`config.mk`:
```
export PLATFORM = sky130hd
export DESIGN_NAME = rlr_queue
export DESIGN_NICKNAME = d
export VERILOG_FILES = /design/src/hdl/assert_macros.svh /design/src/hdl/rlr_pkg.sv /design/src/hdl/rlr_queue.sv
export SDC_FILE = /design/constraint.sdc
export NUM_CORES = 1
export LEC_CHECK = 0
export ABC_AREA = 1
export BUFFER_PORTS_ARGS = -buffer_cell sky130_fd_sc_hd__buf_2
export CAP_MARGIN = 20
export CORE_MARGIN = 2
export CORE_UTILIZATION = 45
export CTS_BUF_LIST = sky130_fd_sc_hd__clkbuf_8
export DETAILED_ROUTE_END_ITERATION = 12
export MAX_ROUTING_LAYER = met4
export PLACE_DENSITY = 0.69
export SLEW_MARGIN = 5
export SYNTH_ARGS = -nofsm -noshare
export SYNTH_HDL_FRONTEND = slang
export SYNTH_SLANG_ARGS = --single-unit
```
`constraint.sdc`:
```
create_clock -name clk_i -period 2.1 [get_ports clk_i]
set_input_delay 0.315 -clock clk_i [delete_from_list [all_inputs] [get_ports clk_i]]
set_output_delay 0.315 -clock clk_i [all_outputs]
set_load 0.02 [all_outputs]
```
`src/hdl/assert_macros.svh`:
```
// ----------------------------------------------------------------------------
// assert_macros
// Concurrent assertion helpers shared by the RTL.
// ----------------------------------------------------------------------------
`ifndef ASSERT_MACROS_SVH
`define ASSERT_MACROS_SVH

// Plain concurrent check, disabled while reset is asserted.
`define RLR_ASSERT(lbl, clk, rstn, prop) \
  lbl: assert property (@(posedge clk) disable iff (!rstn) (prop)) \
    else $error("%m: assertion failed");

// Antecedent in one cycle implies consequent in the next.
`define RLR_ASSERT_NEXT(lbl, clk, rstn, ante, cons) \
  `RLR_ASSERT(lbl, clk, rstn, (ante) |=> (cons))

`endif

```
`src/hdl/rlr_pkg.sv`:
```
// ----------------------------------------------------------------------------
// rlr_pkg
// Types and constants for the lossy record ring with commit.
// ----------------------------------------------------------------------------
package rlr_pkg;

  localparam int CAPACITY    = 256;
  localparam int QUEUE_DEPTH = 2;
  localparam int META_W      = 16;
  localparam int REC_W       = META_W + 64 + 64;
  localparam int CFG_ADDR_W  = 3;

  typedef enum logic [1:0] {
    FUNC_INSERT = 2'd0,
    FUNC_FETCH  = 2'd1,
    FUNC_ACCEPT = 2'd2,
    FUNC_CLEAR  = 2'd3
  } func_e;

  typedef enum logic [1:0] {
    STATUS_OK          = 2'd0,
    STATUS_NO_DATA     = 2'd1,
    STATUS_NOT_ENABLED = 2'd2,
    STATUS_IGNORED     = 2'd3
  } status_e;

  // register index, taken from paddr[2]
  localparam logic REG_ENABLED        = 1'b0;
  localparam logic REG_WRITES_BLOCKED = 1'b1;

  typedef struct packed {
    logic [1:0]  func;
    logic [7:0]  rec_type;
    logic [7:0]  rec_len;
    logic [63:0] rec_time;
    logic [63:0] rec_data;
  } in_item_t;

  typedef struct packed {
    status_e     status;
    logic [7:0]  out_type;
    logic [7:0]  out_len;
    logic [63:0] out_time;
    logic [63:0] out_data;
    logic        dropped;
  } out_item_t;

  typedef struct packed {
    logic enabled;
    logic writes_blocked;
  } cfg_t;

  // command handed from front to back; slot address travels beside it
  typedef struct packed {
    logic             wr;
    logic             rd;
    status_e          status;
    logic             dropped;
    logic [REC_W-1:0] rec;
  } cmd_t;

endpackage

```
`src/hdl/rlr_queue.sv`:
```
// ----------------------------------------------------------------------------
// rlr_queue
// Small command queue between front and back.
// ----------------------------------------------------------------------------
module rlr_queue #(
  parameter int DATA_W = 8,
  parameter int DEPTH  = rlr_pkg::QUEUE_DEPTH
) (
  input  logic              clk_i,
  input  logic              rst_ni,
  input  logic              push_i,
  input  logic [DATA_W-1:0] data_i,
  output logic              full_o,
  input  logic              pop_i,
  output logic [DATA_W-1:0] data_o,
  output logic              empty_o
);

  localparam int PtrW = $clog2(DEPTH);
  localparam int CntW = $clog2(DEPTH + 1);

  logic [DATA_W-1:0] slots_q [DEPTH];
  logic [PtrW-1:0]   wr_ptr_q, rd_ptr_q;
  logic [CntW-1:0]   count_q;

  assign full_o  = (count_q == CntW'(DEPTH));
  assign empty_o = (count_q == '0);
  assign data_o  = slots_q[rd_ptr_q];

  always_ff @(posedge clk_i) begin
    if (push_i) begin
      slots_q[wr_ptr_q] <= data_i;
    end
  end

  always_ff @(posedge clk_i or negedge rst_ni) begin
    if (!rst_ni) begin
      wr_ptr_q <= '0;
      rd_ptr_q <= '0;
      count_q  <= '0;
    end else begin
      if (push_i) begin
        wr_ptr_q <= (wr_ptr_q == PtrW'(DEPTH - 1)) ? '0 : wr_ptr_q + PtrW'(1);
      end
      if (pop_i) begin
        rd_ptr_q <= (rd_ptr_q == PtrW'(DEPTH - 1)) ? '0 : rd_ptr_q + PtrW'(1);
      end
      if (push_i && !pop_i) begin
        count_q <= count_q + CntW'(1);
      end else if (pop_i && !push_i) begin
        count_q <= count_q - CntW'(1);
      end
    end
  end

endmodule

```
Yosys cells after proc, flatten, opt, wreduce, memory -nomap -nowiden
Memories as Yosys holds them, arrays and structs flattened.
Index checks and enable logic that the tools add are counted.

operators by class
  add/sub/neg operators = 4
  equality and inequality tests = 1
  muxes and demuxes = 6
  reduce and logical (&&, ||, !) cells = 6

operators with widths
  cell                   number
  $mux W1                4
  $mux W2                2
  $add A1 B1 Y1 const B  2
  $add A2 B1 Y2 const B  1
  $eq A2 B2 Y1 const B   1
  $logic_and A1 B1 Y1    2
  $logic_not A1 Y1       2
  $logic_not A2 Y1       1
  $reduce_bool A2 Y1     1
  $sub A2 B1 Y2 const B  1

storage, ports and cells
  register bits after elaboration = 4
  bits in writable memories = 16
  input bits = 12
  output and inout bits = 10
  word-level logic and storage cells = 21
  memories kept = 1

memories
  memory   words  bits a word  read ports  clocked after memory_dff  wr ports  RTL line         source
  slots_q  2      8            1           0                         1         rlr_queue.sv:22  logic [DATA_W-1:0] slots_q [DEPTH];

Logic depth before layout (Yosys ltp)
Gate-level depths: netlist (run 1).

  depth after elaboration = 4
  mapped depth = 7

Worst setup path after synthesis (run 1)
No wires, ideal clock.

  path type = register to register
  from = register wr_ptr_q
  to = memory slots_q[0][0] (enable)
  library setup time = 0.370 ns
  arrival time = 0.774 ns
  data required time = 1.730 ns
  setup slack = 0.956 ns
  cell stages (with the launch flop) = 2
  path through = dfrtp_1 -> nor2_1

RTL lines
  item                    RTL line         source
  from (decl)             rlr_queue.sv:23  logic [PtrW-1:0] wr_ptr_q, rd_ptr_q;
  from (signal assigned)  rlr_queue.sv:43  wr_ptr_q <= (wr_ptr_q == PtrW'(DEPTH - 1)) ? '0 : wr_ptr_q + PtrW'(1);
  to (decl)               rlr_queue.sv:22

No word-level cell before the write port.

Worst setup path after layout (run 1)
  from = register rd_ptr_q
  to = output data_o[6]

between the ends
  word-level cells in the longest chain between the ends = 1

RTL lines
  item                    RTL line         source
  from (decl)             rlr_queue.sv:23
  from (signal assigned)  rlr_queue.sv:46  rd_ptr_q <= (rd_ptr_q == PtrW'(DEPTH - 1)) ? '0 : rd_ptr_q + PtrW'(1);
  $mem_v2 Z2 W8           -
  to (decl)               rlr_queue.sv:15  output logic [DATA_W-1:0] data_o,

No other way between the ends.

==> impl_results.md, run 1 <==
* Area of the multi-input gates at around 200 um2
* Tmin final at between 1.5 and 2 ns
* Final wirelength at ~1000 um
* Die area at ~0.0022 mm2
* Vias at between 400 and 500
* Final hold viol count at 0
* Vias in the first global route at 387
* Drt first-iter violations at 7
* Cts hold-fix bufs at 1
* Syn_nets at 63
* Crit end category: output port
* Worst-path cell with the longest stage delay: dfrtp_1
* Total CTS buffers at 3
* Area grow syn2layout at 22.94%
* Yosys top cell area share at 58.72%
* Port bufs at 21
* WP data arrival at around 1.4 ns
* Reg area at 580.6 um2
* Post-Syn Instances at 50
* Hold Path Class: in -> reg
* Grt ovf at 0
* Initial antenna violation count at 0
* CP peak stage delay at 0.66 ns
* CTS tree: done
* Number of vias per cell at about 4.3
* Critical-path cell list: mux2_4, buf_2
* Avg Cell Area, Syn at between 15 and 20 um2
* Postcts setup bufs at 0
* Worst Hold Depth at 1
* Max-slew headroom at 66.57%
* CP startpoint kind: flop
* Pwr Total at 1.305 mW
* Mapped Area at 818.3 um2
* Post-Route Setup TNS at 0 ns
* Yosys warns at 0
* Core Util, Final at roughly three fifths
* PostCTS Resize Cnt at 0
* Root buf cell: clkbuf_8
* R2R cell count at 2
* First-pass GRT wire length at about 1500 um
* GRT Util Overall at between 10 and 15%
* FF+latch count, synth at 20
* Filler cells at roughly 150
* Die Ht at around 47 um
* Initial Util at between 40% and 50%
* Clk buf depth at 2
* Worst Path Required at ~1.8 ns
* Seq/Total Area, Yosys at slightly above 70%
* Wire per inst at approximately 10 um
* CP delay by family, top: flip-flops
* Largest net degree at the start of global routing at 12
* Final clock skew at approximately 0.0011 ns
* DRC Markers at 0
* Period utilization at 81.94%
* Synth top area cells: edfxtp_1, mux2_4, dfrtp_1
* # rows at 15
* Antenna-violating nets left at 0
* FMAX at 581.1 MHz
* N_diodes at 0
* Drt first pass iters at 4
* Max_cap viols at 0
* Die X at between 40 and 50 um
* Synth cell types at 12
* CTS H-tree depth at 1
* Outcome: finished, final reports clean
* Fraction of layout cells with a size suffix above 1 at between 40% and 50%
* Final #Nets at 90
* Clock sinks at 20
* Cell Pwr Density at between 1000 and 1500 mW/mm2
* Leakage power at 0.4574 nW
* Worst-path fanout max at 9
* VDD IR-drop max at 0.6808 mV
* Ports at 22
* Synth area leader: edfxtp_1
* Final setup vio count at 0
* Bufs and invs on worst path at 1
* Slew of the pin with the lowest slew margin at between 0.5 and 0.6 ns
* GPL Wtd Cong at 0.7237
* Critical path type: reg -> out
* Clk_lat worst skew at ~0.25 ns
* RSZ-0062 raised after global routing: no
* Levels on crit path at 2
* CORE AREA at about 0.0017 mm2
* Fin. max-slew vios at 0
* CTS clk-pin slew, worst paths at around 0.070 ns
cell usage in the layout (no fill, tap or decap):
master / instances
nand3_1: 1
dfrtp_1: 4
buf_2: 21
xnor2_1: 1
edfxtp_1: 16
xor2_1: 2
buf_4: 1
inv_1: 7
clkinv_1: 1
clkbuf_8: 3
mux2_4: 8
nand4_1: 1
ha_1: 1
dlygate4sd3_1: 1
nor2_1: 3
nand2_1: 5
cells in the mapped netlist, drive strengths merged:
cell type	count
edfxtp	16
xnor2	1
dfrtp	4
nand3	1
nor2	3
mux2	8
nand4	1
nand2	5
buf	1
inv	7
ha	1
xor2	2
layer usage:
metal  global-route usage (%)  part of all wire [%]
met1                    10.49                    43
met2                    18.33                    50
met3                    2.745                   4.7
met4                    8.333                   1.8
met5                        -                     0
path summary, 6_finish.rpt:
path | from | slack [ns] | end
min reg2reg | wr_ptr_q | 0.50 | wr_ptr_q
min | data_i[0] | 0.25 | slots_q[1][0]
max | rd_ptr_q | 0.38 | data_o[6]
max in group asynchronous | rst_ni | 1.58 | rd_ptr_q
max reg2reg | wr_ptr_q | 0.86 | slots_q[0][1]
min in group asynchronous | rst_ni | 0.40 | count_q[0]
cell type report:
type / instances / area share (%)
flip-flops and latches: 20 / 57.71
clock inverters: 1 / 0.3731
repair buffers: 23 / 12.19
clock buffers: 3 / 4.104
multi-input cells: 22 / 19.90
inverters: 7 / 2.612
well taps: 25 / 3.109
state kept, by name (all words and copies together) (netlist names):
register,count
rd_ptr_q,1
slots_q,16
wr_ptr_q,1
count_q,2
logic make-up after synthesis:
logic type	count (synthesis)	share of synthesized area [%]
fa+ha+maj	1	1.529
simple gates	10	5.046
buf+inv	8	4.588
flops	20	70.95
mux	8	14.68
xor+xnor	3	3.212
report_power, final:
part | switching [mW] | internal [mW]
clock network | 0.110 | 0.130
logic | 0.223 | 0.217
registers | 0.0866 | 0.538
per-stage QoR:
step | worst slack [ns] | cell area [um2] | hold WS (ns) | std cells
finish | 0.3792 | 1006 | 0.2511 | 101
global route | 0.3043 | 1006 | 0.2448 | 101
CTS | 0.3583 | 1006 | 0.2476 | 101
detailed placement | 0.6346 | 950.9 | 0.1274 | 96
global placement | 0.6312 | 950.9 | 0.1261 | 96
floorplan | 0.9562 | 818.3 | 0.01941 | 50
No activity file was read; power rests on OpenSTA's default activity.
==> run 2, diff against run 1 <==
Clock period 2.1 ns to 1.8 ns, I/O delays scaled along.
==> run 2 against run 1 <==
Register-to-register slack lost 0.33 ns. Non-clock buffer count unchanged. Combinational power is 17% higher. Hold slack worse by 0.050 ns. Routed wire length grew 12%. Cell count stayed put. Utilization stayed put. Sequential share of layout area unchanged. Critical endpoint is now data_o[3].
==> impl_results.md, run 2 (synthesis results as in run 1) <==
* Leakage power at roughly 0.46 nW
* Initial antenna violation count at 0
* PostCTS Resize Cnt at 0
* Crit end category: output port
* Grt ovf at 0
* Pwr Total at 1.534 mW
* Worst Path Required at roughly 1.5 ns
* First-pass GRT wire length at between 1500 and 2000 um
* Wire per inst at 11.30 um
* DRC Markers at 0
* VDD IR-drop max at about 0.86 mV
* GPL Wtd Cong at just over 0.7
* CP startpoint kind: flop
* Postcts setup bufs at 0
* Crit Reg-Reg Endpoint: slots_q[0][6]
* Commonest non-fill, non-tap cell in the layout: buf_2
* Initial Util at 47.39%
* Period utilization at 93.32%
* Drt first-iter violations at 4
* Worst r2r src: wr_ptr_q
* DP Area at ~950 um2
* CTS clk-pin slew, worst paths at roughly 0.07 ns
* Root buf cell: clkbuf_8
* Fraction of layout cells with a size suffix above 1 at ~43%
* Max reg flops at 16
* Most frequent cells in the layout: buf_2, edfxtp_1, mux2_4
* Hold Path Class: in -> reg
* Final #Nets at 90
* Area grow syn2layout at 22.94%
* Die Ht at between 40 and 50 um
* Worst R2R Setup Slack at about 0.53 ns
* Final wirelength at between 1000 and 1500 um
* Fin. max-slew vios at 0
* Max_cap viols at 0
* Die X at approximately 47 um
* Total CTS buffers at 3
* N_diodes at 0
* R2R cell count at 2
* Slew of the pin with the lowest slew margin at a little over 0.5 ns
* Fin area at between 0.001 and 0.0015 mm2
* CTS H-tree depth at 1
* Clk buf depth at 2
* GRT Util Overall at between 10 and 15%
* Port bufs at 21
* Final clock skew at ~0.00058 ns
* Cell Pwr Density at approximately 1500 mW/mm2
* Ports at 22
* Largest net degree at the start of global routing at 12
* Hold EP: slots_q[0][3]
* Critical path type: reg -> out
* Drt first pass iters at 4
* Tmin final at approximately 1.7 ns
* Final setup vio count at 0
* CORE AREA at ~0.0017 mm2
* Outcome: finished, final reports clean
* # rows at 15
* Vias in the first global route at 406
* Antenna-violating nets left at 0
* Max-slew headroom at around two thirds
* Most flops, register: slots_q
* Vias at roughly 450
* Worst Hold Launch: data_i[3]
* FMAX at 595.3 MHz
* Clk_lat worst skew at 0.25 ns
* Worst Hold Depth at 1
* Final hold viol count at 0
* CTS tree: done
* Number of vias per cell at about 4.5
* Die area at approximately 0.0022 mm2
* DPL Wire Length at ~820 um
* RSZ-0062 raised after global routing: no
* Clock sinks at 20
* Worst-path fanout max at 9
* Post-Route Setup TNS at 0 ns
* Top flop regs: slots_q x16, count_q x2
* WP data arrival at approximately 1.4 ns
-- run 2: cell counts in the layout (fill, tap and decap cells not counted) --
No cell type changed its count.
-- run 2: layout make-up --
cell class | instances | area (um2)
Clock buffer | 3 | 41.29
Clock inverter | 1 | 3.754
Fill cell | 152 | 720.7
Inverter | 7 | 26.28
Multi-Input combinational cell | 22 | 200.2
Sequential cell | 20 | 580.6
Tap cell | 25 | 31.28
Timing Repair Buffer | 23 | 122.6
-- run 2: routing by layer --
metal	share of wire [%]	up-vias	global-route usage, %
met5	0	-	-
met4	1.5	0	6.667
met3	4.8	2	4.706
met2	49	14	20.28
met1	45	215	13.33
li1	-	222	-
-- run 2: worst max path at each step --
stage / startpoint / to / cells after the start
3_3_place_gp: rd_ptr_q / data_o[3] / 2
3_5_place_dp: rd_ptr_q / data_o[4] / 2
5_1_grt: rd_ptr_q / data_o[3] / 2
4_1_cts: rd_ptr_q / data_o[3] / 2
2_1_floorplan: wr_ptr_q / slots_q[0][0] / 1
6_report: rd_ptr_q / data_o[3] / 2
-- run 2: power by group --
part           switching [mW]  leakage [nW]  total (mW)  internal (mW)
Clock                   0.137        0.0231       0.289          0.152
Combinational           0.262         0.237       0.515          0.253
Sequential              0.102         0.197       0.730          0.628
Total                   0.501         0.457        1.53           1.03
-- run 2: repair_timing --
action | 4_1_cts | 5_1_grt
setup endpoints to repair | 0 | 0
hold endpoints to repair | 4 | 0
hold buffers | 1 | 0
-- run 2: stage by stage --
stage | hold WS [ns] | setup slack [ns] | utilization [%] | std cells
final | 0.2009 | 0.1203 | 58.26 | 101
after global routing | 0.1928 | 0.05552 | 58.26 | 101
after CTS | 0.1921 | 0.09551 | 58.26 | 101
after detailed placement | 0.08421 | 0.3836 | 55.07 | 96
after global placement | 0.08092 | 0.3756 | 55.07 | 96
after floorplan | -0.02559 | 0.6562 | - | 50
-- run 2: critical path, cell delays in order (launching register included) --
cell and delay, ns:
dfrtp_1 0.66, mux2_4 0.34, buf_2 0.16
==> run 3, diff against run 2 <==
Settings changed: SETUP_SLACK_MARGIN set to 0.3.
==> run 3 against run 2 <==
Clock power about the same. Sequential power fell by 5.1%. Critical path depth increased by 1. Via count up 3.8%. Clock skew increased by 0.00062 ns. Cell count is 3.0% higher. Register-to-register slack about the same. Non-clock buffer count increased by 3. Utilization up 4.7 points. Sequential cell count is the same.
==> impl_results.md, run 3 (synthesis results as in run 1) <==
* First-pass GRT wire length at between 1500 and 2000 um
* CP delay by family, top: flip-flops
* Drt first pass iters at 4
* Non-Filler Instances at around 100
* Antenna-violating nets left at 0
* Total CTS buffers at 3
* DP Area at 950.9 um2
* Leakage power at between 0.4 and 0.5 nW
* Critical path type: reg -> out
* Drt first-iter violations at 13
* CP startpoint kind: flop
* Ports at 22
* Fin area at approximately 0.0011 mm2
* Commonest non-fill, non-tap cell in the layout: edfxtp_1
* Worst Hold Depth at 1
* CP peak stage delay at 0.42 ns
* DRC Markers at 0
* Filler cells at 133
* Area grow syn2layout at 32.87%
* Tmin final at between 1.5 and 2 ns
* Die X at approximately 47 um
* # rows at 15
* Initial Util at a little under half
* Most flops, register: slots_q
* Final hold viol count at 0
* Levels on crit path at 3
* Worst R2R Setup Slack at 0.52 ns
* Clk buf depth at 2
* WP data arrival at ~1.3 ns
* GRT Util Overall at between 10% and 20%
* Final clock skew at 0.001197 ns
* Max reg flops at 16
* Worst Path Required at between 1.5 and 2 ns
* Crit end category: output port
* CORE AREA at around 0.0017 mm2
* Post-Route Setup TNS at 0 ns
* Fin. max-slew vios at 0
* Clk_lat worst skew at between 0.2 and 0.3 ns
* Crit-path most repeated cell: buf_6
* Most frequent cells in the layout: edfxtp_1, buf_2, buf_6
* Port bufs at 21
* Hold_ws at 0.2002 ns
* FMAX at roughly 660 MHz
* Largest net degree at the start of global routing at 12
* Top flop regs: slots_q x16, count_q x2
* Outcome: finished, final reports clean
* Period utilization at 84.44%
* CTS tree: done
* Worst-path cell with the longest stage delay: dfrtp_2
* N_diodes at 0
* Initial antenna violation count at 0
* Bufs and invs on worst path at 2
* Slew of the pin with the lowest slew margin at ~0.43 ns
* Core Util, Final at between 60% and 70%
* Die Ht at between 40 and 50 um
* Hold Path Class: in -> reg
* Clock sinks at 20
* Max-slew headroom at between 70 and 80%
* Final wirelength at between 1000 and 1500 um
* Vias in the first global route at 419
* Root buf cell: clkbuf_8
* GPL Wtd Cong at just over 0.7
* Die area at between 0.002 and 0.0025 mm2
* CTS H-tree depth at 1
* Worst-path fanout max at 5
* Vias at 470
* Final setup vio count at 0
* Placed Cells at 96
* CTS clk-pin slew, worst paths at about 0.070 ns
* Number of vias per cell at 4.519
* Cell Pwr Density at between 1500 and 2000 mW/mm2
* RSZ-0062 raised after global routing: yes
* Final #Nets at between 90 and 100
* Fraction of layout cells with a size suffix above 1 at roughly 47%
* Max_cap viols at 0
* Wire per inst at 11.65 um
* Grt ovf at 0
* VDD IR-drop max at 0.8831 mV
* R2R cell count at 2
* Critical-path cell list: buf_6, mux2_4, buf_6
* DPL Wire Length at ~800 um
==> run 3: cell count changes in the layout (fill, tap and decap cells not counted), sizes merged <==
| cell | before | now |
|---|---|---|
| buf | 22 | 25 |
==> run 3: final timing paths <==
path                                 from            end
worst max-delay path             rd_ptr_q      data_o[3]
worst min-delay path            data_i[3]  slots_q[0][3]
worst max register to register   wr_ptr_q  slots_q[0][6]
worst min register to register   wr_ptr_q       wr_ptr_q
max in group asynchronous          rst_ni       rd_ptr_q
min in group asynchronous          rst_ni     count_q[0]
==> run 3: worst register-to-register path, stage by stage (launching register included) <==
cell and delay [ns]:
dfrtp_1 0.41, nor2_1 0.37, buf_4 0.22
==> run 3: metal layers <==
layer / vias up / track usage [%] / wire length (um)
met4: 0 / 6.667 / 17
li1: 228 / - / -
met1: 226 / 13.81 / 551
met3: 2 / 4.706 / 45
met2: 14 / 21.11 / 596
met5: - / - / 0
==> run 3: timing repair <==
item                                    in CTS  in global routing
buffers inserted                             2                  1
gates resized for setup                      1                 20
hold buffers                                 1                  0
endpoints found under the hold margin        4                  0
pin swaps                                    0                  0
endpoints found under the setup margin       8                  8
==> run 3: area by class of cell <==
class	count	area, um2	area share [%]
Sequential cell	20	581.8	53.51
Multi-Input combinational cell	22	200.2	18.41
Clock buffer	3	41.29	3.797
Inverter	7	26.28	2.417
Clock inverter	1	3.754	0.3452
Timing Repair Buffer	26	202.7	18.64
Tap cell	25	31.28	2.877
==> run 3: stage by stage <==
step	setup WS, ns	power, mW
global route	0.2452	1.806
CTS	0.2556	1.584
global placement	0.3756	1.250
detailed placement	0.3836	1.263
floorplan	0.6562	1.128
finish	0.2801	1.718
==> run 3: where the power goes <==
part	total, mW	switching (mW)	internal, mW
clock	0.291	0.140	0.152
combinational	0.733	0.338	0.395
sequential	0.693	0.0618	0.631
total	1.72	0.539	1.18
