<file path="config.mk">
export PLATFORM = sky130hd
export DESIGN_NAME = rlr_front
export DESIGN_NICKNAME = d
export VERILOG_FILES = /design/src/hdl/assert_macros.svh /design/src/hdl/rlr_pkg.sv /design/src/hdl/rlr_front.sv
export SDC_FILE = /design/constraint.sdc
export NUM_CORES = 1
export LEC_CHECK = 0
export BUFFER_PORTS_ARGS = -buffer_cell sky130_fd_sc_hd__buf_2
export CAP_MARGIN = 10
export CORE_AREA = 8 8 164 151
export DETAILED_ROUTE_END_ITERATION = 6
export DIE_AREA = 0 0 172 159
export GPL_TIMING_DRIVEN = 0
export PLACE_DENSITY = 0.68
export REMOVE_ABC_BUFFERS = 1
export SKIP_LAST_GASP = 1
export SLEW_MARGIN = 20
export SYNTH_ARGS = -nofsm -noshare
export SYNTH_HDL_FRONTEND = slang
export SYNTH_SLANG_ARGS = --single-unit
</file>
<file path="constraint.sdc">
create_clock -name clk_i -period 4 [get_ports clk_i]
set_input_delay 0.2 -clock clk_i [delete_from_list [all_inputs] [get_ports clk_i]]
set_output_delay 0.2 -clock clk_i [all_outputs]
set_load 0.01 [all_outputs]
</file>
<file path="src/hdl/assert_macros.svh">
// ----------------------------------------------------------------------------
// assert_macros
// Concurrent assertion helpers shared by the RTL.
// ----------------------------------------------------------------------------
`ifndef ASSERT_MACROS_SVH
`define ASSERT_MACROS_SVH

// Plain concurrent check, disabled while reset is asserted.
`define RLR_ASSERT(lbl, clk, rstn, prop) \
  lbl: assert property (@(posedge clk) disable iff (!rstn) (prop)) \
    else $error("%m: assertion failed");

// Antecedent in one cycle implies consequent in the next.
`define RLR_ASSERT_NEXT(lbl, clk, rstn, ante, cons) \
  `RLR_ASSERT(lbl, clk, rstn, (ante) |=> (cons))

`endif

</file>
<file path="src/hdl/rlr_pkg.sv">
// ----------------------------------------------------------------------------
// rlr_pkg
// Types and constants for the lossy record ring with commit.
// ----------------------------------------------------------------------------
package rlr_pkg;

  localparam int CAPACITY    = 256;
  localparam int QUEUE_DEPTH = 2;
  localparam int META_W      = 16;
  localparam int REC_W       = META_W + 64 + 64;
  localparam int CFG_ADDR_W  = 3;

  typedef enum logic [1:0] {
    FUNC_INSERT = 2'd0,
    FUNC_FETCH  = 2'd1,
    FUNC_ACCEPT = 2'd2,
    FUNC_CLEAR  = 2'd3
  } func_e;

  typedef enum logic [1:0] {
    STATUS_OK          = 2'd0,
    STATUS_NO_DATA     = 2'd1,
    STATUS_NOT_ENABLED = 2'd2,
    STATUS_IGNORED     = 2'd3
  } status_e;

  // register index, taken from paddr[2]
  localparam logic REG_ENABLED        = 1'b0;
  localparam logic REG_WRITES_BLOCKED = 1'b1;

  typedef struct packed {
    logic [1:0]  func;
    logic [7:0]  rec_type;
    logic [7:0]  rec_len;
    logic [63:0] rec_time;
    logic [63:0] rec_data;
  } in_item_t;

  typedef struct packed {
    status_e     status;
    logic [7:0]  out_type;
    logic [7:0]  out_len;
    logic [63:0] out_time;
    logic [63:0] out_data;
    logic        dropped;
  } out_item_t;

  typedef struct packed {
    logic enabled;
    logic writes_blocked;
  } cfg_t;

  // command handed from front to back; slot address travels beside it
  typedef struct packed {
    logic             wr;
    logic             rd;
    status_e          status;
    logic             dropped;
    logic [REC_W-1:0] rec;
  } cmd_t;

endpackage

</file>
<file path="src/hdl/rlr_front.sv">
// ----------------------------------------------------------------------------
// rlr_front
// Accepts items, owns the ring counters and turns each item into a command.
// ----------------------------------------------------------------------------
module rlr_front #(
  parameter int CAPACITY = rlr_pkg::CAPACITY,
  localparam int SlotW   = $clog2(CAPACITY)
) (
  input  logic              clk_i,
  input  logic              rst_ni,
  input  logic              in_valid_i,
  output logic              in_ready_o,
  input  rlr_pkg::in_item_t in_data_i,
  input  rlr_pkg::cfg_t     cfg_i,
  input  logic              full_i,
  output logic              push_o,
  output rlr_pkg::cmd_t     cmd_o,
  output logic [SlotW-1:0]  addr_o
);

  localparam int SumW = SlotW + 1;
  localparam logic [SumW-1:0] CapS  = SumW'(CAPACITY);
  // slot offset of (w - CAPACITY) mod 2^32 when w < CAPACITY
  localparam logic [SumW-1:0] WrapK = SumW'((64'd1 << 32) % CAPACITY);

  logic [31:0]      wr_cnt_q, wr_cnt_d, rd_cnt_q, rd_cnt_d;
  logic [SlotW-1:0] wr_slot_q, wr_slot_d, rd_slot_q, rd_slot_d;
  logic             pend_q, pend_d;
  logic [31:0]      pending;
  logic [SumW-1:0]  wrap_sum;
  logic [SlotW-1:0] wrap_slot;
  logic             accept;

  function automatic logic [SlotW-1:0] slot_inc(logic [31:0] cnt, logic [SlotW-1:0] slot);
    logic [SlotW-1:0] res;
    if (cnt == '1 || slot == SlotW'(CAPACITY - 1)) begin
      res = '0;
    end else begin
      res = slot + SlotW'(1);
    end
    return res;
  endfunction

  assign in_ready_o = !full_i;
  assign accept     = in_valid_i && in_ready_o;
  assign push_o     = accept;
  assign pending    = wr_cnt_q - rd_cnt_q;
  assign wrap_sum   = {1'b0, wr_slot_q} + WrapK;
  assign wrap_slot  = (wrap_sum >= CapS) ? SlotW'(wrap_sum - CapS) : SlotW'(wrap_sum);

  always_comb begin
    wr_cnt_d  = wr_cnt_q;
    rd_cnt_d  = rd_cnt_q;
    wr_slot_d = wr_slot_q;
    rd_slot_d = rd_slot_q;
    pend_d    = pend_q;
    cmd_o         = '0;
    cmd_o.status  = rlr_pkg::STATUS_OK;
    cmd_o.rec     = {in_data_i.rec_type, in_data_i.rec_len,
                     in_data_i.rec_time, in_data_i.rec_data};
    addr_o        = rd_slot_q;
    unique case (rlr_pkg::func_e'(in_data_i.func))
      rlr_pkg::FUNC_INSERT: begin
        if (!cfg_i.enabled || cfg_i.writes_blocked) begin
          cmd_o.status = rlr_pkg::STATUS_IGNORED;
        end else begin
          cmd_o.wr  = 1'b1;
          addr_o    = wr_slot_q;
          wr_cnt_d  = wr_cnt_q + 32'd1;
          wr_slot_d = slot_inc(wr_cnt_q, wr_slot_q);
        end
      end
      rlr_pkg::FUNC_FETCH: begin
        if (!cfg_i.enabled) begin
          cmd_o.status = rlr_pkg::STATUS_NOT_ENABLED;
        end else if (pending == '0) begin
          cmd_o.status = rlr_pkg::STATUS_NO_DATA;
        end else begin
          cmd_o.rd = 1'b1;
          pend_d   = 1'b1;
          if (pending > 32'(CAPACITY)) begin
            // overrun: skip to the oldest record still held
            cmd_o.dropped = 1'b1;
            rd_cnt_d  = wr_cnt_q - 32'(CAPACITY);
            rd_slot_d = (wr_cnt_q >= 32'(CAPACITY)) ? wr_slot_q : wrap_slot;
            addr_o    = rd_slot_d;
          end
        end
      end
      rlr_pkg::FUNC_ACCEPT: begin
        if (pend_q) begin
          rd_cnt_d  = rd_cnt_q + 32'd1;
          rd_slot_d = slot_inc(rd_cnt_q, rd_slot_q);
          pend_d    = 1'b0;
        end
      end
      rlr_pkg::FUNC_CLEAR: begin
        wr_cnt_d  = '0;
        rd_cnt_d  = '0;
        wr_slot_d = '0;
        rd_slot_d = '0;
      end
    endcase
  end

  always_ff @(posedge clk_i or negedge rst_ni) begin
    if (!rst_ni) begin
      wr_cnt_q  <= '0;
      rd_cnt_q  <= '0;
      wr_slot_q <= '0;
      rd_slot_q <= '0;
      pend_q    <= 1'b0;
    end else if (accept) begin
      wr_cnt_q  <= wr_cnt_d;
      rd_cnt_q  <= rd_cnt_d;
      wr_slot_q <= wr_slot_d;
      rd_slot_q <= rd_slot_d;
      pend_q    <= pend_d;
    end
  end

endmodule

</file>
==> After elaboration in Yosys (flattened, before gate mapping) <==
Index checks and enable logic that the tools add are counted.
{ "classes": {"n_lt_le_gt_ge": 3, "addsub": 7, "n_eq_ne": 12, "n_mux": 36, "reduce_logical": 15} }
{ "op_table": {"columns": ["operator", "n"], "rows": [
  ["32-bit 2-to-1 mux", 5],
  ["32-bit one-hot mux with 3 select lines", 1],
  ["8-bit 2-to-1 mux", 10],
  ["32-bit by 1-bit adder with 32-bit output (second input constant)", 2],
  ["32-bit == test (second input constant)", 2],
  ["32-bit one-hot mux with 2 select lines", 1],
  ["32-bit by 9-bit greater-or-equal comparator with 1-bit output (second input constant)", 1],
  ["32-bit by 9-bit greater-than comparator with 1-bit output (second input constant)", 1],
  ["32-bit logical NOT", 1],
  ["8-bit one-hot mux with 2 select lines", 2],
  ["32-bit subtractor", 1],
  ["32-bit by 9-bit subtractor with 32-bit output (second input constant)", 1],
  ["8-bit one-hot mux with 3 select lines", 1],
  ["8-bit by 1-bit adder with 8-bit output (second input constant)", 2],
  ["8-bit == test (second input constant)", 2],
  ["1-bit 2-to-1 mux", 12],
  ["2-bit inequality test (second input constant)", 5],
  ["8-bit by 9-bit greater-or-equal comparator with 1-bit output (second input constant)", 1],
  ["8-bit by 1-bit subtractor with 8-bit output (second input constant)", 1],
  ["3-bit AND reduction", 2],
  ["6-bit AND reduction", 1],
  ["2-bit == test (second input constant)", 2],
  ["2-bit 2-to-1 mux", 2],
  ["2-bit one-hot mux with 2 select lines", 1],
  ["9 further kinds", 13]
]} }
{ "totals": {"output_inout_bits": 159, "register_bits": 81} }

==> Logic depth before layout (Yosys ltp) <==
Gate-level depths: netlist of run 1.
{ "logic_depth": {"word_depth": 7, "mapped_depth": 17} }

==> Least setup slack after synthesis of run 1 <==
No wires, ideal clock.
{ "synth_path": {"kind": "reg-to-output", "start": "register wr_cnt_q[0]", "end": "output addr_o[0]", "path_stages_with_launch": 15, "setup_slack_ps": -141, "path_buffers": 0, "t_arrival_ps": 3941, "path_cell_list": "dfrtp_1 > inv_1 > ha_1 > inv_1 > fa_1 > a211oi_2 > o211ai_1 > a21oi_2 > o221ai_2 > a211oi_1 > o22ai_1 > or4b_1 > or4b_4 > o21ai_4 > mux2_2"} }
{ "synth_between": {"elab_chain_len": 6} }
{ "synth_lines": {"columns": ["item", "line_no", "text"], "rows": [
  ["from (decl)", "rlr_front.sv:26", "logic [31:0] wr_cnt_q, wr_cnt_d, rd_cnt_q, rd_cnt_d;"],
  ["from (signal assigned)", "rlr_front.sv:114", "wr_cnt_q <= wr_cnt_d;"],
  ["32-bit subtractor / 32-bit by 9-bit greater-or-equal comparator with 1-bit output (equally long branches)", "rlr_front.sv:47, rlr_front.sv:85", null],
  ["32-bit by 9-bit greater-than comparator with 1-bit output / 8-bit 2-to-1 mux (equally long branches)", "rlr_front.sv:81, rlr_front.sv:85", null],
  ["8-bit 2-to-1 mux", "rlr_front.sv:81", "if (pending > 32'(CAPACITY)) begin"],
  ["8-bit 2-to-1 mux *", "rlr_front.sv:76", "end else if (pending == '0) begin"],
  ["8-bit 2-to-1 mux *", "rlr_front.sv:74", "if (!cfg_i.enabled) begin"],
  ["8-bit one-hot mux with 2 select lines *", "rlr_front.sv:62", "unique case (rlr_pkg::func_e'(in_data_i.func))"],
  ["to (decl)", "rlr_front.sv:18", "output logic [SlotW-1:0] addr_o"]
]} }
Every way passes the cells marked *; elsewhere a longest branch is shown, timed or not.

==> Worst setup path in the final report of run 1 <==
{ "layout_path": {"start": "register wr_cnt_q[0]", "end": "output addr_o[3]"} }
The elaborated chain is that of the path after synthesis.

==> summary.md, run 1 <==
| Metric | Value |
|---|---|
| Layout cells sized above 1 | `0.1640` |
| DRC Markers | `0` |
| Worst-path clk slew | `~70 ps` |
| Die area | `roughly 27000 um^2` |
| Critical-path top delay cell | `or4b_4` |
| Worst Path Buf+Inv | `4` |
| CP Cell Sequence | `inv_2, ha_4, inv_2, fa_2, a211oi_4, o211ai_1, a21oi_2, o221ai_4, a211oi_2, o22ai_2, or4b_4, or4b_4, o21ai_4, buf_12, mux2_4, buf_6` |
| Ports | `311` |
| Drt via density | `approximately 6.6` |
| Crit path max fanout | `8` |
| Drt initial violations | `1309` |
| Die height | `about 160 um` |
| TritonRoute pass-1 iters | `6` |
| Tot Pwr | `0.003067 W` |
| Worst VDD drop | `0.2632 mV` |
| Met3 wire length | `11.47 mm` |
| Primary FF master, synth | `dfrtp_1` |
| Switching part of the total | `0.3990` |
| Clock network fraction of design power | `0.276` |
| Gate power share | `0.392` |
| Clk_skew | `13.19 ps` |
| Area delta synth->final | `4.270%` |
| Worst EP arrival | `4620 ps` |
| Failing checks | `setup timing` |
| Number of enable flip-flop cells after synthesis | `0` |
| DR vias | `8654` |
| RSZ-0062 raised after global routing | `true` |
| Slew Viols, Final | `0` |
| Largest net degree at the start of global routing | `49` |
| Mapped Avg Cell Area | `7.597 um^2` |
| # diodes | `0` |
| Post-Syn Area | `8615 um^2` |
| Final Hold Vio Count | `0` |
| Slew HR | `0.2112` |
| Max Cap Viol | `0` |
| Post-synthesis register bit count | `81` |
| Core Box Area | `21990 um^2` |
| Int Pwr | `between 0.0015 and 0.002 W` |
| CTS root buffer | `clkbuf_16` |
| Routed wire per std cell | `approximately 36 um` |
| Total Routing Usage GR | `0.3347` |
| Fmax | `0.2075 GHz` |
| Worst R2R Path Depth | `18` |
| Post-layout minimum cycle time | `4819 ps` |
| Yosys warning total | `0` |
| Clk buf depth | `2` |
| Synth Instances | `1134` |
| Met2 WL | `about 17 mm` |
| Die width | `172 um` |
| HPWL after DPL | `38.86 mm` |
| First-pass GRT wire length | `63.81 mm` |
| PD cells | `341.4 nW/um^2` |
| Nets@finish | `around 1200` |
| Type of origin of the critical path | `register` |
| Hold-critical path endpoint | `pend_q` |
| Met1 WL | `about 15 mm` |
| Max Used Layer | `met5` |
| Remaining global-route overflow | `0` |
| Worst-Margin Slew | `1182 ps` |
| Sw power | `roughly 0.0012 W` |
| Worst reg-to-reg setup slack | `-470 ps` |
| Vias in the first global route | `7728` |
| Final Setup Violations | `51` |
| Reg2reg end | `rd_slot_q[3]` |
| Initial Utilization | `0.3917` |
| Num CTS Buffers | `9` |
| Rows | `between 50 and 60` |
| HP Class | `input port to register` |
| Fin crit share | `1.205` |
| Hold Path Depth | `3` |
| Worst setup margin | `-819.5 ps` |
| Endpoint class of the critical path | `output port` |
| Status | `finished with violations` |
| Clock Latency Late Sink | `around 350 ps` |
| CP peak stage delay | `about 590 ps` |
| Min-delay src | `in_data_i[144]` |
| Critical path class | `register to output port` |
| Final WL | `47.56 mm` |
| Worst path top cell family by delay | `compound AO/OA/AOI/OAI gates` |
| Synth cell types | `81` |
| Async set-or-reset flop fraction in the synthesized netlist | `1.000` |
| Critical path required time | `approximately 3800 ps` |
| Total negative setup slack | `-18680 ps` |
| CTS tree | `yes` |
| DRT antenna net count | `0` |
| Initial antenna violation count | `0` |
| Register area share after synthesis | `0.2353` |
| Leakage | `between 3 and 4 nW` |
| Clk sinks | `81` |
| RR Startpoint | `wr_cnt_q[0]` |
| Max H-tree Level | `3` |
| Placer congestion estimate | `0.9658` |
| Flop pwr share | `0.332` |
| Port-buffer cells | `22` |
-- timing repair --
| action | 4_1_cts | 5_1_grt |
|---|---|---|
| gates resized for setup | 96 | 26 |
| gates cloned | 5 | 0 |
| pin swaps | 31 | 18 |
| buffers inserted | 24 | 11 |
| hold endpoints to repair | 33 | 0 |
| endpoints found under the setup margin | 52 | 52 |
| hold buffers | 1 | 0 |
-- synthesized netlist by cell type, types with 7 or more instances --
cell | instances | area, um^2
o211ai_1 | 8 | 60.06
xnor2_1 | 27 | 236.5
nor4_1 | 14 | 87.58
nand4_1 | 24 | 150.1
nor2_1 | 95 | 356.6
o21a_1 | 16 | 120.1
and3_1 | 22 | 137.6
o221ai_1 | 9 | 78.83
clkbuf_1 | 40 | 150.1
a32oi_1 | 7 | 61.31
o21ai_0 | 76 | 380.4
or3_1 | 11 | 68.82
nand3_1 | 29 | 145.1
buf_2 | 11 | 55.05
or4_1 | 8 | 60.06
xor2_1 | 34 | 297.8
ha_1 | 37 | 462.9
mux2i_1 | 12 | 120.1
nor3_1 | 37 | 185.2
inv_1 | 52 | 195.2
a21oi_1 | 75 | 375.4
mux2_2 | 9 | 101.4
o22ai_1 | 10 | 62.56
buf_4 | 145 | 1089
a22oi_1 | 8 | 60.06
a31oi_1 | 15 | 93.84
nand2_1 | 106 | 397.9
dfrtp_1 | 81 | 2027
-- cells by family after synthesis --
logic type | Yosys count | share of synthesized area
and+or+nand+nor | 387 | 0.2238
buffers and inverters | 249 | 0.1733
muxes | 22 | 0.02702
DFF | 81 | 0.2353
adders and majority gates | 38 | 0.05606
AOI/OAI and AO/OA | 296 | 0.2225
xor gates and xnor gates | 61 | 0.06202
-- cell type report --
type                    count  area [um^2]
multi-input cells         805         5445
clock buffers              11        252.7
repair buffers             64        641.9
inverters                  52        195.2
clock inverters             5        46.29
flip-flops and latches     81         2029
well taps                 297        371.6
fillers                  2208        13010
-- per-layer routing --
metal / track usage / vias up
met2: 0.3984 / 731
met3: 0.3352 / 126
met1: 0.3464 / 4086
met5: 0.2057 / -
met4: 0.1911 / 22
li1: - / 3689
-- cells in the final DEF, fill, tap and decap left out, drive strengths merged, types with 11 or more instances in the layout --
cell,instances
nand2,107
nor2,95
o21ai,84
dfrtp,81
a21oi,79
buf,63
inv,55
nor3,39
ha,37
xor2,34
nand3,29
xnor2,27
nand4,25
and3,22
o21a,16
nor4,15
a31oi,15
mux2i,12
or3,11
clkbuf,11
-- registers in the layout, indices dropped and copies added, names as in the netlist --
| register | flops |
|---|---|
| rd_slot_q | 8 |
| rd_cnt_q | 32 |
| wr_slot_q | 8 |
| wr_cnt_q | 32 |
| pend_q | 1 |
-- metrics by stage --
| stage | instances | hold slack, ps | cell area [um^2] | util | setup WS (ps) |
|---|---|---|---|---|---|
| 4_1_cts | 1305 | 322.5 | 8818 | 0.4010 | -831.5 |
| 5_1_grt | 1315 | 368.3 | 8982 | 0.4085 | -902.9 |
| 3_3_place_gp | 1256 | 401.9 | 7799 | 0.3546 | -2421 |
| 3_5_place_dp | 1259 | 195.0 | 7893 | 0.3589 | -881.8 |
| 6_report | 1315 | 320.0 | 8982 | 0.4085 | -819.5 |
| 2_1_floorplan | 937 | -95.59 | 7317 | - | -684.5 |
-- worst reg2reg max path, stage by stage (launching register included) --
cell	delay (ps)
dfrtp_1	390
inv_2	90
ha_4	140
inv_2	30
fa_2	370
a211oi_4	320
o211ai_1	190
a21oi_2	300
o221ai_4	200
a211oi_2	270
o22ai_2	110
or4b_4	530
or4b_4	590
buf_4	170
buf_8	130
nand2_8	80
buf_8	120
mux2i_1	190
o221ai_1	120
-- worst max-delay path by stage --
stage,startpoint,cells after the start,slack (ps),endpoint
2_1_floorplan,wr_cnt_q[0],15,-680,rd_cnt_q[28]
3_3_place_gp,wr_cnt_q[0],14,-2420,rd_cnt_q[0]
3_5_place_dp,wr_cnt_q[0],15,-880,addr_o[7]
4_1_cts,wr_cnt_q[0],16,-830,addr_o[7]
5_1_grt,rd_cnt_q[2],13,-900,addr_o[3]
6_report,wr_cnt_q[0],16,-820,addr_o[3]
-- power by group through the flow --
stage / Combinational (W) / Sequential (W) / Clock (W)
2_1_floorplan: 0.000743 / 0.000998 / 0
3_3_place_gp: 0.000975 / 0.00102 / 0
3_5_place_dp: 0.000996 / 0.00103 / 0
4_1_cts: 0.00113 / 0.00101 / 0.000848
5_1_grt: 0.00131 / 0.00103 / 0.000893
6_report: 0.00120 / 0.00102 / 0.000846
No activity file was read; power rests on OpenSTA's default activity.
==> inputs of run 2 (changes only) <==
--- a/config.mk
+++ b/config.mk
@@ -7,9 +7,9 @@
 export LEC_CHECK = 0
 export BUFFER_PORTS_ARGS = -buffer_cell sky130_fd_sc_hd__buf_2
 export CAP_MARGIN = 10
-export CORE_AREA = 8 8 164 151
+export CORE_AREA = 8 8 174 143
 export DETAILED_ROUTE_END_ITERATION = 6
-export DIE_AREA = 0 0 172 159
+export DIE_AREA = 0 0 182 151
 export GPL_TIMING_DRIVEN = 0
 export PLACE_DENSITY = 0.68
 export REMOVE_ABC_BUFFERS = 1
==> run 2 against run 1 <==
Net effect:
- the flow still finishes with violations (setup timing)
- clock-buffer cell count is 1 lower
- die area is 0.49% higher
- utilization is 0.29 points higher
- wire length is 1.9% higher
- first-iteration DRC count is 21% lower
- sequential power hardly changed
- cell count is 0.76% lower
- clock power is 1% higher
- total power is 1.3% higher
- clock skew is 5.6 ps higher
- critical endpoint is now addr_o[5]
- highest routed layer unchanged
==> summary.md, run 2 (synthesis gave the netlist of run 1 again) <==
| Metric | Value |
|---|---|
| Remaining global-route overflow | `0` |
| Tot Pwr | `just over 0.003 W` |
| PD cells | `342.3 nW/um^2` |
| Core Box Area | `22070 um^2` |
| Fin crit share | `1.224` |
| First-pass GRT wire length | `about 64 mm` |
| Slew Viols, Final | `0` |
| Nets@finish | `1210` |
| Clk buf depth | `2` |
| Worst-path clk slew | `60 ps` |
| Biggest regs | `rd_cnt_q: 32 flops, wr_cnt_q: 32 flops` |
| Vias in the first global route | `7424` |
| Final Non-Filler Cells | `1305` |
| DRT antenna net count | `0` |
| Critical path class | `register to output port` |
| Max Cap Viol | `0` |
| Layout fillers | `2210` |
| Crit path max fanout | `8` |
| Layout cells sized above 1 | `0.1756` |
| Num CTS Buffers | `9` |
| DRC Markers | `0` |
| Fmax | `0.2043 GHz` |
| Post-Place Cells | `1241` |
| Critical path required time | `3800 ps` |
| Clk sinks | `between 80 and 90` |
| # diodes | `0` |
| HP Class | `input port to register` |
| Initial Utilization | `0.3903` |
| Slew HR | `0.2523` |
| Clk_skew | `18.79 ps` |
| Max H-tree Level | `3` |
| Commonest non-fill, non-tap cells in the layout | `104 x nand2_1, 92 x nor2_1, 79 x dfrtp_1, 70 x a21oi_1, 49 x inv_1` |
| Commonest non-fill, non-tap cell in the layout | `nand2_1` |
| Final Instance Area | `9079 um^2` |
| TritonRoute pass-1 iters | `6` |
| Worst EP arrival | `4690 ps` |
| Type of origin of the critical path | `register` |
| Final Setup Violations | `52` |
| Die width | `approximately 180 um` |
| Drt via density | `approximately 6.7` |
| CTS tree | `yes` |
| Worst VDD drop | `0.2020 mV` |
| Post-placement cell area | `~7900 um^2` |
| Die area | `approximately 27000 um^2` |
| Failing checks | `setup timing` |
| Endpoint class of the critical path | `output port` |
| Port-buffer cells | `22` |
| Placer congestion estimate | `0.9468` |
| Worst setup margin | `-894.0 ps` |
| Area delta synth->final | `5.389%` |
| Status | `finished with violations` |
| RSZ-0062 raised after global routing | `true` |
| Rows | `49` |
| Final WL | `slightly below 50 mm` |
| Post-layout minimum cycle time | `4894 ps` |
| Leakage | `3.837 nW` |
| Total Routing Usage GR | `0.3359` |
| Die height | `151 um` |
| Final Hold Vio Count | `0` |
| CTS root buffer | `clkbuf_16` |
| DR vias | `8718` |
| Drt initial violations | `roughly 1000` |
| Initial antenna violation count | `0` |
| Ports | `311` |
| Clock Latency Late Sink | `350 ps` |
| HPWL after DPL | `around 39 mm` |
| Worst-Margin Slew | `~1100 ps` |
| Largest net degree at the start of global routing | `between 40 and 50` |
| Routed wire per std cell | `~37 um` |
run 2: changes by cell type in the layout (fill, tap and decap cells not counted), moves of 3 or more:
cell / delta
o21ai_0: -6
o21ai_2: +6
buf_12: +5
buf_16: -5
buf_6: +5
clkbuf_16: +3
clkinvlp_4: +3
run 2: what timing repair did:
action / CTS / global route
endpoints found under the hold margin: 43 / 0
pin swaps: 20 / 31
setup endpoints to repair: 52 / 52
gates cloned: 2 / 2
buffers inserted: 36 / 15
hold buffers: 1 / 0
gates resized for setup: 60 / 91
run 2: metal layers:
| metal | vias up | wire length, um | GRT usage |
|---|---|---|---|
| met3 | 125 | 11690 | 0.3488 |
| met1 | 4151 | 16870 | 0.3579 |
| met2 | 719 | 16370 | 0.3946 |
| met4 | 18 | 2682 | 0.1485 |
| met5 | - | 845 | 0.2232 |
| li1 | 3705 | - | - |
run 2: area by class of cell:
type	instances	area [um^2]	share of cell area
clock buffers	10	229.0	0.02522
clock inverters	6	66.31	0.007304
inverters	52	195.2	0.02150
multi-input cells	805	5473	0.6028
flip-flops and latches	81	2029	0.2235
well taps	280	350.3	0.03859
repair buffers	71	735.7	0.08104
run 2: per-stage QoR:
| step | setup TNS (ps) | util | hold slack [ps] | worst slack (ps) |
|---|---|---|---|---|
| CTS | -30050 | 0.3956 | 338.3 | -890.8 |
| floorplan | -18770 | - | -95.59 | -684.5 |
| global route | -29690 | 0.4113 | 343.4 | -975.0 |
| finish | -25320 | 0.4113 | 351.8 | -894.0 |
| global placement | -79410 | 0.3524 | 401.9 | -2398 |
| detailed placement | -36790 | 0.3560 | 249.2 | -985.1 |
run 2: worst max-delay path, stage by stage, from the launching register on:
cell and delay [ps]:
dfrtp_1 390, inv_2 80, ha_4 130, inv_2 30, fa_2 360, a211oi_2 300
o211ai_1 200, a21oi_2 360, o221ai_4 230, a211oi_4 280, o22ai_2 120, or4b_4 530
or4b_4 580, o21ai_4 160, buf_12 150, mux2_4 310, buf_6 120
run 2: worst paths after layout:
path                       slack [ps]           end  cells after the start      startpoint
setup / recovery                 -890     addr_o[5]                     16     wr_cnt_q[0]
hold / removal                    350        pend_q                      3  in_data_i[144]
setup reg to reg                 -610  rd_slot_q[7]                     18     wr_cnt_q[0]
hold reg to reg                   520  rd_cnt_q[27]                      1    rd_cnt_q[27]
max in group asynchronous        2930        pend_q                      3          rst_ni
min in group asynchronous         400   rd_cnt_q[6]                      2          rst_ni
run 2: report_power, final:
group	leakage [nW]	switching (W)	internal, W	total, W
Clock	0.135	0.000370	0.000486	0.000856
Sequential	1.07	0.000113	0.000908	0.00102
Combinational	2.63	0.000750	0.000479	0.00123
